`src/hdl/ctcgd_pkg.sv`:
```
`timescale 1ns / 1ps

package ctcgd_pkg;

    localparam int PROB_W      = 16;
    localparam int CLASS_W     = 13;
    localparam int KEY_W       = 14;
    localparam int SUM_W       = 26;
    localparam int CNT_W       = 11;
    localparam int MAX_CLASSES = 8192;
    localparam int MAX_STEPS   = 1024;

    localparam int FIFO_DEPTH  = 4;
    localparam int FIFO_AW     = $clog2(FIFO_DEPTH);
    localparam int FIFO_CW     = $clog2(FIFO_DEPTH + 1);

    localparam int ADDR_W      = 3;
    localparam int DATA_W      = 32;
    localparam logic [ADDR_W-1:0] ADDR_KEY_COUNT = 3'd0;
    localparam logic [KEY_W-1:0]  KEY_COUNT_RESET = 14'd8192;

    localparam logic KIND_TOKEN = 1'b0;
    localparam logic KIND_MEAN  = 1'b1;

    // one record per step end or sequence end that produces results
    typedef struct packed {
        logic               tok_valid;
        logic [CLASS_W-1:0] tok_index;
        logic [PROB_W-1:0]  tok_prob;
        logic [CNT_W-1:0]   tok_total;
        logic               mean_valid;
        logic [SUM_W-1:0]   mean_dividend;
        logic [CNT_W-1:0]   mean_count;
    } t_entry;

endpackage

```
`src/hdl/ctcgd_front.sv`:
```
`timescale 1ns / 1ps

module ctcgd_front (
    input  logic                             i_clk,
    input  logic                             i_rst_n,
    input  logic                             i_push,
    input  logic [ctcgd_pkg::PROB_W-1:0]     i_class_prob,
    input  logic                             i_step_end,
    input  logic                             i_sequence_end,
    input  logic [ctcgd_pkg::KEY_W-1:0]      i_key_count,
    input  logic                             i_fifo_full,
    output logic                             o_fifo_wr,
    output ctcgd_pkg::t_entry                o_entry
);

    localparam logic [ctcgd_pkg::CLASS_W-1:0] POS_LAST =
        ctcgd_pkg::CLASS_W'(ctcgd_pkg::MAX_CLASSES - 1);
    localparam logic [ctcgd_pkg::CNT_W-1:0] CNT_MAX =
        ctcgd_pkg::CNT_W'(ctcgd_pkg::MAX_STEPS);

    logic [ctcgd_pkg::CLASS_W-1:0] r_pos, n_pos;
    logic [ctcgd_pkg::PROB_W-1:0]  r_best_prob, n_best_prob;
    logic [ctcgd_pkg::CLASS_W-1:0] r_best_class, n_best_class;
    logic [ctcgd_pkg::CLASS_W-1:0] r_prev, n_prev;
    logic                          r_prev_valid, n_prev_valid;
    logic [ctcgd_pkg::SUM_W-1:0]   r_sum, n_sum;
    logic [ctcgd_pkg::CNT_W-1:0]   r_cnt, n_cnt;

    logic                          take;
    logic                          cand_new;
    logic                          ends;
    logic                          emit;
    logic [ctcgd_pkg::PROB_W-1:0]  w_prob;
    logic [ctcgd_pkg::CLASS_W-1:0] w_class;
    logic [ctcgd_pkg::SUM_W-1:0]   sum_upd;
    logic [ctcgd_pkg::CNT_W-1:0]   cnt_upd;

    always_comb begin
        take     = i_push && !i_fifo_full;
        cand_new = (r_pos == '0) || (i_class_prob > r_best_prob);
        w_prob   = cand_new ? i_class_prob : r_best_prob;
        w_class  = cand_new ? r_pos : r_best_class;
        ends     = i_step_end || i_sequence_end;
        emit     = ends && (w_class != '0) && (!r_prev_valid || (w_class != r_prev))
                   && ({1'b0, w_class} < i_key_count);

        sum_upd = r_sum;
        cnt_upd = r_cnt;
        if (emit && (r_cnt != CNT_MAX)) begin
            sum_upd = r_sum + {{(ctcgd_pkg::SUM_W-ctcgd_pkg::PROB_W){1'b0}}, w_prob};
            cnt_upd = r_cnt + 1'b1;
        end

        o_entry.tok_valid     = emit;
        o_entry.tok_index     = w_class;
        o_entry.tok_prob      = w_prob;
        o_entry.tok_total     = cnt_upd;
        o_entry.mean_valid    = i_sequence_end;
        o_entry.mean_dividend = sum_upd
            + {{(ctcgd_pkg::SUM_W-ctcgd_pkg::CNT_W){1'b0}}, (cnt_upd >> 1)};
        o_entry.mean_count    = cnt_upd;
        o_fifo_wr             = take && (emit || i_sequence_end);

        n_pos        = r_pos;
        n_best_prob  = r_best_prob;
        n_best_class = r_best_class;
        n_prev       = r_prev;
        n_prev_valid = r_prev_valid;
        n_sum        = r_sum;
        n_cnt        = r_cnt;
        if (take) begin
            n_sum = sum_upd;
            n_cnt = cnt_upd;
            if (ends) begin
                n_pos        = '0;
                n_best_prob  = '0;
                n_best_class = '0;
                n_prev       = w_class;
                n_prev_valid = 1'b1;
            end else begin
                n_best_prob  = w_prob;
                n_best_class = w_class;
                if (r_pos != POS_LAST) begin
                    n_pos = r_pos + 1'b1;
                end
            end
            if (i_sequence_end) begin
                n_prev       = '0;
                n_prev_valid = 1'b0;
                n_sum        = '0;
                n_cnt        = '0;
            end
        end
    end

    always_ff @(posedge i_clk) begin
        if (!i_rst_n) begin
            r_pos        <= '0;
            r_best_prob  <= '0;
            r_best_class <= '0;
            r_prev       <= '0;
            r_prev_valid <= 1'b0;
            r_sum        <= '0;
            r_cnt        <= '0;
        end else begin
            r_pos        <= n_pos;
            r_best_prob  <= n_best_prob;
            r_best_class <= n_best_class;
            r_prev       <= n_prev;
            r_prev_valid <= n_prev_valid;
            r_sum        <= n_sum;
            r_cnt        <= n_cnt;
        end
    end

endmodule

```
`src/hdl/ctcgd_fifo.sv`:
```
`timescale 1ns / 1ps

module ctcgd_fifo (
    input  logic              i_clk,
    input  logic              i_rst_n,
    input  logic              i_wr,
    input  ctcgd_pkg::t_entry i_data,
    output logic              o_full,
    input  logic              i_rd,
    output logic              o_empty,
    output ctcgd_pkg::t_entry o_data
);

    localparam logic [ctcgd_pkg::FIFO_CW-1:0] DEPTH_CNT =
        ctcgd_pkg::FIFO_CW'(ctcgd_pkg::FIFO_DEPTH);

    ctcgd_pkg::t_entry r_mem [ctcgd_pkg::FIFO_DEPTH];
    logic [ctcgd_pkg::FIFO_AW-1:0] r_wr_ptr;
    logic [ctcgd_pkg::FIFO_AW-1:0] r_rd_ptr;
    logic [ctcgd_pkg::FIFO_CW-1:0] r_count;

    logic do_wr;
    logic do_rd;

    assign o_full  = (r_count == DEPTH_CNT);
    assign o_empty = (r_count == '0);
    assign o_data  = r_mem[r_rd_ptr];
    assign do_wr   = i_wr && !o_full;
    assign do_rd   = i_rd && !o_empty;

    always_ff @(posedge i_clk) begin
        if (do_wr) begin
            r_mem[r_wr_ptr] <= i_data;
        end
    end

    always_ff @(posedge i_clk) begin
        if (!i_rst_n) begin
            r_wr_ptr <= '0;
            r_rd_ptr <= '0;
            r_count  <= '0;
        end else begin
            if (do_wr) begin
                r_wr_ptr <= r_wr_ptr + 1'b1;
            end
            if (do_rd) begin
                r_rd_ptr <= r_rd_ptr + 1'b1;
            end
            if (do_wr && !do_rd) begin
                r_count <= r_count + 1'b1;
            end else if (do_rd && !do_wr) begin
                r_count <= r_count - 1'b1;
            end
        end
    end

endmodule

```
`src/hdl/ctcgd_back.sv`:
```
`timescale 1ns / 1ps

module ctcgd_back (
    input  logic                             i_clk,
    input  logic                             i_rst_n,
    input  logic                             i_fifo_empty,
    input  ctcgd_pkg::t_entry                i_entry,
    output logic                             o_fifo_rd,
    input  logic                             i_pop,
    output logic                             o_empty,
    output logic                             o_result_kind,
    output logic [ctcgd_pkg::CLASS_W-1:0]    o_token_index,
    output logic [ctcgd_pkg::PROB_W-1:0]     o_token_prob,
    output logic [ctcgd_pkg::PROB_W-1:0]     o_mean_score,
    output logic [ctcgd_pkg::CNT_W-1:0]      o_token_total,
    output logic                             o_run_last
);

    localparam logic [1:0] ST_IDLE  = 2'd0;
    localparam logic [1:0] ST_TOKEN = 2'd1;
    localparam logic [1:0] ST_DIV   = 2'd2;
    localparam logic [1:0] ST_MEAN  = 2'd3;

    localparam int STEP_W = $clog2(ctcgd_pkg::SUM_W + 1);
    localparam logic [STEP_W-1:0] DIV_STEPS = STEP_W'(ctcgd_pkg::SUM_W);

    logic [1:0]                    r_state, n_state;
    ctcgd_pkg::t_entry             r_cur;
    logic [ctcgd_pkg::SUM_W-1:0]   r_quo;
    logic [ctcgd_pkg::CNT_W-1:0]   r_rem;
    logic [STEP_W-1:0]             r_step;
    logic                          r_out_valid;

    logic                          slot_free;
    logic                          load_token;
    logic                          load_mean;
    logic [ctcgd_pkg::CNT_W:0]     shifted;
    logic [ctcgd_pkg::CNT_W:0]     diff;
    logic                          q_bit;

    always_comb begin
        slot_free  = !r_out_valid || i_pop;
        o_fifo_rd  = (r_state == ST_IDLE) && !i_fifo_empty;
        load_token = (r_state == ST_TOKEN) && slot_free;
        load_mean  = (r_state == ST_MEAN) && slot_free;

        // restoring division, one quotient bit per cycle
        shifted = {r_rem, r_quo[ctcgd_pkg::SUM_W-1]};
        diff    = shifted - {1'b0, r_cur.mean_count};
        q_bit   = (shifted >= {1'b0, r_cur.mean_count});

        n_state = r_state;
        case (r_state)
            ST_IDLE: begin
                if (!i_fifo_empty) begin
                    n_state = i_entry.tok_valid ? ST_TOKEN : ST_DIV;
                end
            end
            ST_TOKEN: begin
                if (slot_free) begin
                    n_state = r_cur.mean_valid ? ST_DIV : ST_IDLE;
                end
            end
            ST_DIV: begin
                if (r_step == STEP_W'(1)) begin
                    n_state = ST_MEAN;
                end
            end
            ST_MEAN: begin
                if (slot_free) begin
                    n_state = ST_IDLE;
                end
            end
            default: begin
                n_state = ST_IDLE;
            end
        endcase
    end

    always_ff @(posedge i_clk) begin
        if (o_fifo_rd) begin
            r_cur <= i_entry;
            r_quo <= i_entry.mean_dividend;
            r_rem <= '0;
        end else if (r_state == ST_DIV) begin
            r_quo <= {r_quo[ctcgd_pkg::SUM_W-2:0], q_bit};
            r_rem <= q_bit ? diff[ctcgd_pkg::CNT_W-1:0] : shifted[ctcgd_pkg::CNT_W-1:0];
        end
        if (load_token) begin
            o_result_kind <= ctcgd_pkg::KIND_TOKEN;
            o_token_index <= r_cur.tok_index;
            o_token_prob  <= r_cur.tok_prob;
            o_mean_score  <= '0;
            o_token_total <= r_cur.tok_total;
            o_run_last    <= !r_cur.mean_valid;
        end else if (load_mean) begin
            o_result_kind <= ctcgd_pkg::KIND_MEAN;
            o_token_index <= '0;
            o_token_prob  <= '0;
            o_mean_score  <= (r_cur.mean_count == '0) ? '0 : r_quo[ctcgd_pkg::PROB_W-1:0];
            o_token_total <= r_cur.mean_count;
            o_run_last    <= 1'b1;
        end
    end

    always_ff @(posedge i_clk) begin
        if (!i_rst_n) begin
            r_state     <= ST_IDLE;
            r_step      <= '0;
            r_out_valid <= 1'b0;
        end else begin
            r_state <= n_state;
            if (o_fifo_rd) begin
                r_step <= DIV_STEPS;
            end else if (r_state == ST_DIV) begin
                r_step <= r_step - 1'b1;
            end
            if (load_token || load_mean) begin
                r_out_valid <= 1'b1;
            end else if (i_pop) begin
                r_out_valid <= 1'b0;
            end
        end
    end

    assign o_empty = !r_out_valid;

endmodule

```
`src/hdl/ctc_greedy_decoder.sv`:
```
`timescale 1ns / 1ps

// greedy best-path decoder for ctc output: class probabilities of each time step stream in one
// per transfer, and the block emits every new non-blank winning class below key_count plus a
// rounded mean score at sequence end. the front stage takes one class per cycle whenever its
// four-entry record queue has room; the back stage takes one record at a time, each token through
// its token state, and the sequence mean through the 26-step restoring divider.
// no clearing pass is needed after reset.

module ctc_greedy_decoder (
    input  logic                             i_clk,
    input  logic                             i_rst_n,
    input  logic                             push,
    output logic                             full,
    input  logic [ctcgd_pkg::PROB_W-1:0]     i_class_prob,
    input  logic                             i_step_end,
    input  logic                             i_sequence_end,
    output logic                             empty,
    input  logic                             pop,
    output logic                             o_result_kind,
    output logic [ctcgd_pkg::CLASS_W-1:0]    o_token_index,
    output logic [ctcgd_pkg::PROB_W-1:0]     o_token_prob,
    output logic [ctcgd_pkg::PROB_W-1:0]     o_mean_score,
    output logic [ctcgd_pkg::CNT_W-1:0]      o_token_total,
    output logic                             o_run_last,
    input  logic                             psel,
    input  logic                             penable,
    input  logic                             pwrite,
    input  logic [ctcgd_pkg::ADDR_W-1:0]     paddr,
    input  logic [ctcgd_pkg::DATA_W-1:0]     pwdata,
    output logic [ctcgd_pkg::DATA_W-1:0]     prdata,
    output logic                             pready
);

    localparam logic [ctcgd_pkg::ADDR_W-3:0] WORD_KEY_COUNT =
        ctcgd_pkg::ADDR_KEY_COUNT[ctcgd_pkg::ADDR_W-1:2];

    logic [ctcgd_pkg::KEY_W-1:0] r_key_count;
    logic                        sel_key_count;
    logic                        fifo_wr;
    logic                        fifo_rd;
    logic                        fifo_full;
    logic                        fifo_empty;
    ctcgd_pkg::t_entry           wr_entry;
    ctcgd_pkg::t_entry           rd_entry;

    assign pready        = 1'b1;
    assign full          = fifo_full;
    assign sel_key_count = (paddr[ctcgd_pkg::ADDR_W-1:2] == WORD_KEY_COUNT);
    assign prdata = sel_key_count
        ? {{(ctcgd_pkg::DATA_W-ctcgd_pkg::KEY_W){1'b0}}, r_key_count} : '0;

    always_ff @(posedge i_clk) begin
        if (!i_rst_n) begin
            r_key_count <= ctcgd_pkg::KEY_COUNT_RESET;
        end else if (psel && penable && pwrite && pready && sel_key_count) begin
            r_key_count <= pwdata[ctcgd_pkg::KEY_W-1:0];
        end
    end

    ctcgd_front u_front (
        .i_clk          (i_clk),
        .i_rst_n        (i_rst_n),
        .i_push         (push),
        .i_class_prob   (i_class_prob),
        .i_step_end     (i_step_end),
        .i_sequence_end (i_sequence_end),
        .i_key_count    (r_key_count),
        .i_fifo_full    (fifo_full),
        .o_fifo_wr      (fifo_wr),
        .o_entry        (wr_entry)
    );

    ctcgd_fifo u_fifo (
        .i_clk   (i_clk),
        .i_rst_n (i_rst_n),
        .i_wr    (fifo_wr),
        .i_data  (wr_entry),
        .o_full  (fifo_full),
        .i_rd    (fifo_rd),
        .o_empty (fifo_empty),
        .o_data  (rd_entry)
    );

    ctcgd_back u_back (
        .i_clk         (i_clk),
        .i_rst_n       (i_rst_n),
        .i_fifo_empty  (fifo_empty),
        .i_entry       (rd_entry),
        .o_fifo_rd     (fifo_rd),
        .i_pop         (pop),
        .o_empty       (empty),
        .o_result_kind (o_result_kind),
        .o_token_index (o_token_index),
        .o_token_prob  (o_token_prob),
        .o_mean_score  (o_mean_score),
        .o_token_total (o_token_total),
        .o_run_last    (o_run_last)
    );

endmodule

```
`config.mk`:
```
export PLATFORM = sky130hd
export DESIGN_NAME = ctc_greedy_decoder
export DESIGN_NICKNAME = d
export VERILOG_FILES = /design/src/hdl/ctcgd_pkg.sv /design/src/hdl/ctcgd_front.sv /design/src/hdl/ctcgd_fifo.sv /design/src/hdl/ctcgd_back.sv /design/src/hdl/ctc_greedy_decoder.sv
export SDC_FILE = /design/constraint.sdc
export NUM_CORES = 1
export LEC_CHECK = 0
export BUFFER_PORTS_ARGS = -buffer_cell sky130_fd_sc_hd__clkbuf_2
export CAP_MARGIN = 10
export CORE_UTILIZATION = 55
export CTS_CLUSTER_SIZE = 30
export DETAILED_ROUTE_END_ITERATION = 8
export GPL_ROUTABILITY_DRIVEN = 0
export PLACE_DENSITY = 0.73
export SETUP_SLACK_MARGIN = 0.5
export SKIP_CTS_REPAIR_TIMING = 1
export SLEW_MARGIN = 25
export SYNTH_ARGS = -nofsm -noshare
export SYNTH_HDL_FRONTEND = slang
export SYNTH_SLANG_ARGS = --single-unit
```
`constraint.sdc`:
```
create_clock -name i_clk -period 16.75 [get_ports i_clk]
set_input_delay 0.8375 -clock i_clk [delete_from_list [all_inputs] [get_ports i_clk]]
set_output_delay 0.8375 -clock i_clk [all_outputs]
set_load 0.02 [all_outputs]
```
# Word-level counts from Yosys, hierarchy flattened
# Memories as Yosys holds them, arrays and structs flattened. A register that Yosys moved wholly into a read port is not among the register bits.
# Cells that the tools add are included.
[totals]
reg_bits = 269
latch_bits = 0
ramBits = 316
romBits = 0
input_bits = 60
output_inout_bits = 93
word_cells = 144
memories = 1
[mem_list]
columns = ["memory", "depth", "width", "rd", "rd_ports_with_merged_regs", "write_ports", "line", "source"]
rows = [
  ["u_fifo.r_mem", 4, 79, 1, 1, 1, "ctcgd_fifo.sv:17", "ctcgd_pkg::t_entry r_mem [ctcgd_pkg::FIFO_DEPTH];"],
]
[classes]
n_addsub = 10
mul = 0
div_mod_pow = 0
n_lt_le_gt_ge = 3
eq_ne = 12
shift = 0
n_mux = 44
bitwise_logic = 2
n_reduce_logical = 44
[op_table]
columns = ["op", "n"]
rows = [
  ["2-to-1 mux 13 bit", 8],
  ["2-to-1 mux 26 bit", 4],
  ["2-to-1 mux 16 bit", 5],
  ["2-to-1 mux 11 bit", 5],
  ["adder 26 x 10 -> 26 bit", 1],
  ["adder 26 x 16 -> 26 bit", 1],
  ["greater-than comparator 16 bit", 1],
  ["logical AND 1 bit", 16],
  ["2-to-1 mux 2 bit", 8],
  ["< comparator 13 x 14 -> 1 bit", 1],
  ["2-to-1 mux 14 bit", 1],
  ["adder 13 x 1 -> 13 bit (second input constant)", 1],
  ["zero test 13 bit", 1],
  ["!= test 13 bit", 1],
  ["!= test 13 bit (second input constant)", 1],
  ["nonzero test 13 bit", 1],
  ["greater-or-equal comparator 12 x 11 -> 1 bit", 1],
  ["nonzero test 2 bit", 6],
  ["adder 11 x 1 -> 11 bit (second input constant)", 1],
  ["zero test 11 bit", 1],
  ["!= test 11 bit (second input constant)", 1],
  ["subtractor 11 bit", 1],
  ["2-to-1 mux 5 bit", 2],
  ["2-to-1 mux 1 bit", 8],
  ["other kinds (20)", 38],
]

# Longest topological paths before layout
[depth]
word_depth = 14
mapped_depth = 40
depth_no_buf = 34

# Modules after synthesis
# From an unflattened synthesis, not the netlist that was laid out.
[hier_totals]
hier_cells = 1962
hier_area_um2 = 26410.3
[modules_own_cells]
columns = ["module", "n_inst", "cells_each", "area_each_um2", "seq_area_each_um2"]
rows = [
  ["ctcgd_fifo", 1, 461, 11853.9, 9669.3],
  ["ctcgd_front", 1, 974, 7584.8, 1861.8],
  ["ctcgd_back", 1, 429, 6135.9, 4294.1],
  ["ctc_greedy_decoder", 1, 98, 835.8, 280.3],
]

# Least setup slack after synthesis
# Ideal clock, no wire load.
[synth_timing]
path_type = "input-to-reg"
startpoint = "in i_class_prob[13] (netlist name)"
endpoint = "mem u_fifo.r_mem[0][32] (netlist name), data pin"
setup_ns = 0.280
arrival_ns = 7.655
required_ns = 16.470
slack_ns = 8.815
cell_stages = 33
n_path_buf = 4
path_cell_list = "ha_1 -> a211o_1 -> o211ai_1 -> nor3b_2 -> nand3_1 -> buf_2 -> a21oi_1 -> buf_2 -> buf_1 -> mux2i_1 -> inv_1 -> ha_1 -> nor2b_1 -> o21ai_0 -> a21oi_1 -> o31a_1 -> a311o_1 -> a211oi_4 -> o21ai_4 -> nor2_8 -> buf_1 -> o21ai_0 -> ha_1 -> maj3_1 -> a21oi_1 -> a211oi_1 -> maj3_2 -> a311oi_2 -> o211ai_1 -> a31oi_2 -> o21ai_2 -> nor2b_1 -> xnor2_1"
[synth_rtl]
columns = ["item", "line", "source"]
rows = [
  ["from (decl)", "ctc_greedy_decoder.sv:15", "input logic [ctcgd_pkg::PROB_W-1:0] i_class_prob,"],
  ["to (decl)", "ctcgd_fifo.sv:17", ""],
]

==> reports/qor.txt <==
================================================================================
Clock share of power ..............................................        30.4%
Worst clock skew ..................................................   0.01953 ns
Nets ..............................................................         2142
Critical Path AT ..................................................      9.17 ns
Clock-pin transition on the worst setup and hold timing paths .....      0.06 ns
Initial core utilization ..........................................       55.94%
DRC violation count after routing .................................            0
Share of total power consumed by net switching ....................       30.20%
PortBufs ..........................................................          113
Reported max-cap violation count ..................................            0
Combinational fraction of design power ............................        22.7%
Final cycle utilization of the critical path ......................       52.62%
GRT Overall Usage .................................................       23.86%
Mean number of vias per cell ......................................        5.817
Minimum setup slack among reg-to-reg paths ........................      7.94 ns
Clock Sinks .......................................................          532
Iteration count of the initial detailed-routing pass ..............            6
Setup TNS .........................................................         0 ns
Final hold violations .............................................            0
Die Span Y ........................................................     211.5 µm
Clock insertion delay at the later pin of the skew report .........      0.60 ns
Via count of the first global-routing pass ........................        14890
Register bit total from synthesis .................................          532
Area Overhead vs Synth ............................................       11.66%
Register area share after synthesis ...............................       59.85%
I/O pin count .....................................................          153
Peak ir drop on the vdd network ...................................  0.0001202 V
Cell count after synthesis ........................................         1911
Pint ..............................................................     2.687 mW
HPWL reported at the end of detailed placement ....................     33.60 mm
CP max stage cell ................................................. sky130_fd_sc_hd__a21oi_2
DIE AREA ..........................................................  0.04475 mm²
Crit path time final ..............................................     8.813 ns
Core region area ..................................................  0.04317 mm²
RSZ-0062 raised after global routing ..............................        false
Post-DRT Antenna Nets .............................................            0
Clock buffer count from CTS .......................................           53
Ratio of total power to cell area ................................. 142.8 mW/mm²
Hold crit path type ...............................................       in2reg
CTS HTree Levels ..................................................            2
Number of antenna violations at the first check in global routing .            1
Worst-path fanout max .............................................           19
Clock tree from TritonCTS .........................................         done
Final core utilization ............................................       62.46%
Max-slew violation total from the final report ....................            0
Number of flops mapped to enable cells by yosys ...................          380
Global-route wire length before repair ............................     81.68 mm
Crit path capture type ............................................    flip-flop
Most instantiated flip-flop cell in the synthesis netlist ......... sky130_fd_sc_hd__edfxtp_1
Placement row count ...............................................           76
Reported leakage power ............................................     9.712 nW
Sw power ..........................................................     1.163 mW
Sequential cell area in the final layout ..........................  0.01446 mm²
Final Setup Violations ............................................            0
CTS Buffer Depth ..................................................            3
Async SR Flop Fraction ............................................           0%
Clock Tree Root ................................................... sky130_fd_sc_hd__clkbuf_16
Leading cell types in the layout, fill and taps excluded .......... sky130_fd_sc_hd__edfxtp_1 (380), sky130_fd_sc_hd__nand2_1 (211), sky130_fd_sc_hd__dfxtp_1 (150), sky130_fd_sc_hd__clkbuf_2 (113), sky130_fd_sc_hd__inv_1 (79)
Maximum clock frequency ...........................................   0.1135 GHz
Crit path kind ....................................................      reg2reg
Synthesized cell area .............................................  0.02415 mm²
Fillcell total ....................................................         3272
Flop pwr share ....................................................        46.9%
Most common cell after layout, fill and taps aside ................ sky130_fd_sc_hd__edfxtp_1
Total global routing overflow .....................................            0
WL per Instance ...................................................     19.83 µm
Die X-Extent ......................................................     211.5 µm
Largest net degree at the start of global routing .................          104
Overall via count from detail_route ...............................        15350
Avg Synthesized Cell Area .........................................    12.64 µm²
Worst-Margin Slew .................................................     1.049 ns
Iteration-0 DRC Markers ...........................................         1376
Result of the run ................................................. finished, final reports clean
Biggest cell delay along the critical path ........................      0.83 ns
Relative slew slack ...............................................       29.30%
Distinct cell type count of the synthesized netlist ...............           92
Total wire length .................................................     52.34 mm
Multi-input gate area ............................................. 0.008942 mm²
Yosys Warn Count ..................................................            0
Type of element launching the critical path .......................    flip-flop
Fraction of final layout cells sized beyond drive strength 1 ......       16.72%
Required time reported for the critical path endpoint .............     17.10 ns
================================================================================
==> Yosys cell counts, drive strengths merged, types with 16 or more instances <==
cell type,n,area (µm²)
dfxtp,152,3043
nand4,19,125.1
nand3,32,160.2
a21o,16,120.1
a22o,28,245.2
nor2b,68,425.4
xor2,34,297.8
nor2,78,309.0
inv,83,311.6
edfxtp,380,11410
clkbuf,65,246.5
and3,18,112.6
nand2,212,798.3
mux4,68,1531
xnor2,60,525.5
ha,72,900.9
a21oi,51,255.2
o21ai,82,425.4
and2,56,350.3
a21boi,24,183.9
nor3,33,165.2
buf,50,275.3
a22oi,47,352.8
==> cells by family (layout without fill, tap and decap cells) <==
logic type	count (synthesis)	in the layout	share of synthesized area, %
mux	95	95	7.538
simple gates	584	584	12.27
xor+xnor	94	94	3.409
fa+ha+maj	78	78	4.109
flops	532	532	59.85
other cells	2	21	0.03110
buf+inv	198	322	3.451
compound gates	328	328	9.336
==> layer usage <==
metal	track usage (%)	up-vias	routed length [µm]
met4	8.721	0	1420
li1	-	7200	-
met5	0	-	0
met3	4.495	92	3299
met2	37.94	459	24550
met1	32.81	7601	23070
==> path summary, 6_finish.rpt <==
path	endpoint	depth (start not counted)	from
setup reg to reg	u_fifo.r_mem[1][30]	32	u_front.r_best_prob[13]
setup / recovery	u_fifo.r_mem[1][30]	32	u_front.r_best_prob[13]
hold reg to reg	r_key_count[5]	2	r_key_count[5]
hold / removal	r_key_count[13]	3	pwdata[13]
==> power groups by stage <==
stage               clock network (mW)  logic, mW  registers [mW]
finish                            1.17      0.876            1.80
global placement                     0      0.855            1.83
detailed placement                   0      0.878            1.83
floorplan                            0      0.593            1.84
CTS                               1.19      0.884            1.81
global route                      1.24      0.964            1.83
==> metrics by stage <==
| step | cell area [µm²] | hold WS (ns) | setup slack, ns | power [mW] | std cells |
|---|---|---|---|---|---|
| 4_1_cts | 26910 | 0.4302 | 7.886 | 3.879 | 2635 |
| 6_report | 26970 | 0.4551 | 7.937 | 3.850 | 2639 |
| 3_5_place_dp | 25190 | 0.4516 | 7.373 | 2.712 | 2535 |
| 2_1_floorplan | 24210 | 0.4257 | 8.815 | 2.436 | 1928 |
| 5_1_grt | 26960 | 0.4549 | 7.257 | 4.028 | 2638 |
| 3_3_place_gp | 25190 | 0.4347 | 7.529 | 2.684 | 2535 |
==> cell type report <==
class	count	area share, %
inverter	83	1.155
multi-input combinational	1198	33.16
tap	585	2.714
clock buffer	65	5.317
antenna	2	0.01856
sequential	532	53.62
clock inverter	35	1.072
timing repair buffer	139	2.942
==> worst max-delay path, delay by kind of cell, from the launching register on <==
family,cells,cell delay (ns)
mux,1,0.36
fa+ha+maj,4,1.25
flops,1,0.36
simple gates,9,1.82
compound gates,15,4.10
xor+xnor,1,0.37
buf+inv,2,0.27
==> registers in the layout (all words and copies together) (netlist names), 14 cells and up, named ones only <==
signal and flops:
u_front.r_best_prob 16, r_key_count 14, u_back.r_cur 41, u_back.o_mean_score 16
u_front.r_sum 26, u_back.r_quo 26, u_back.o_token_prob 16, u_fifo.r_mem 272
No activity file was read; power rests on OpenSTA's default activity.
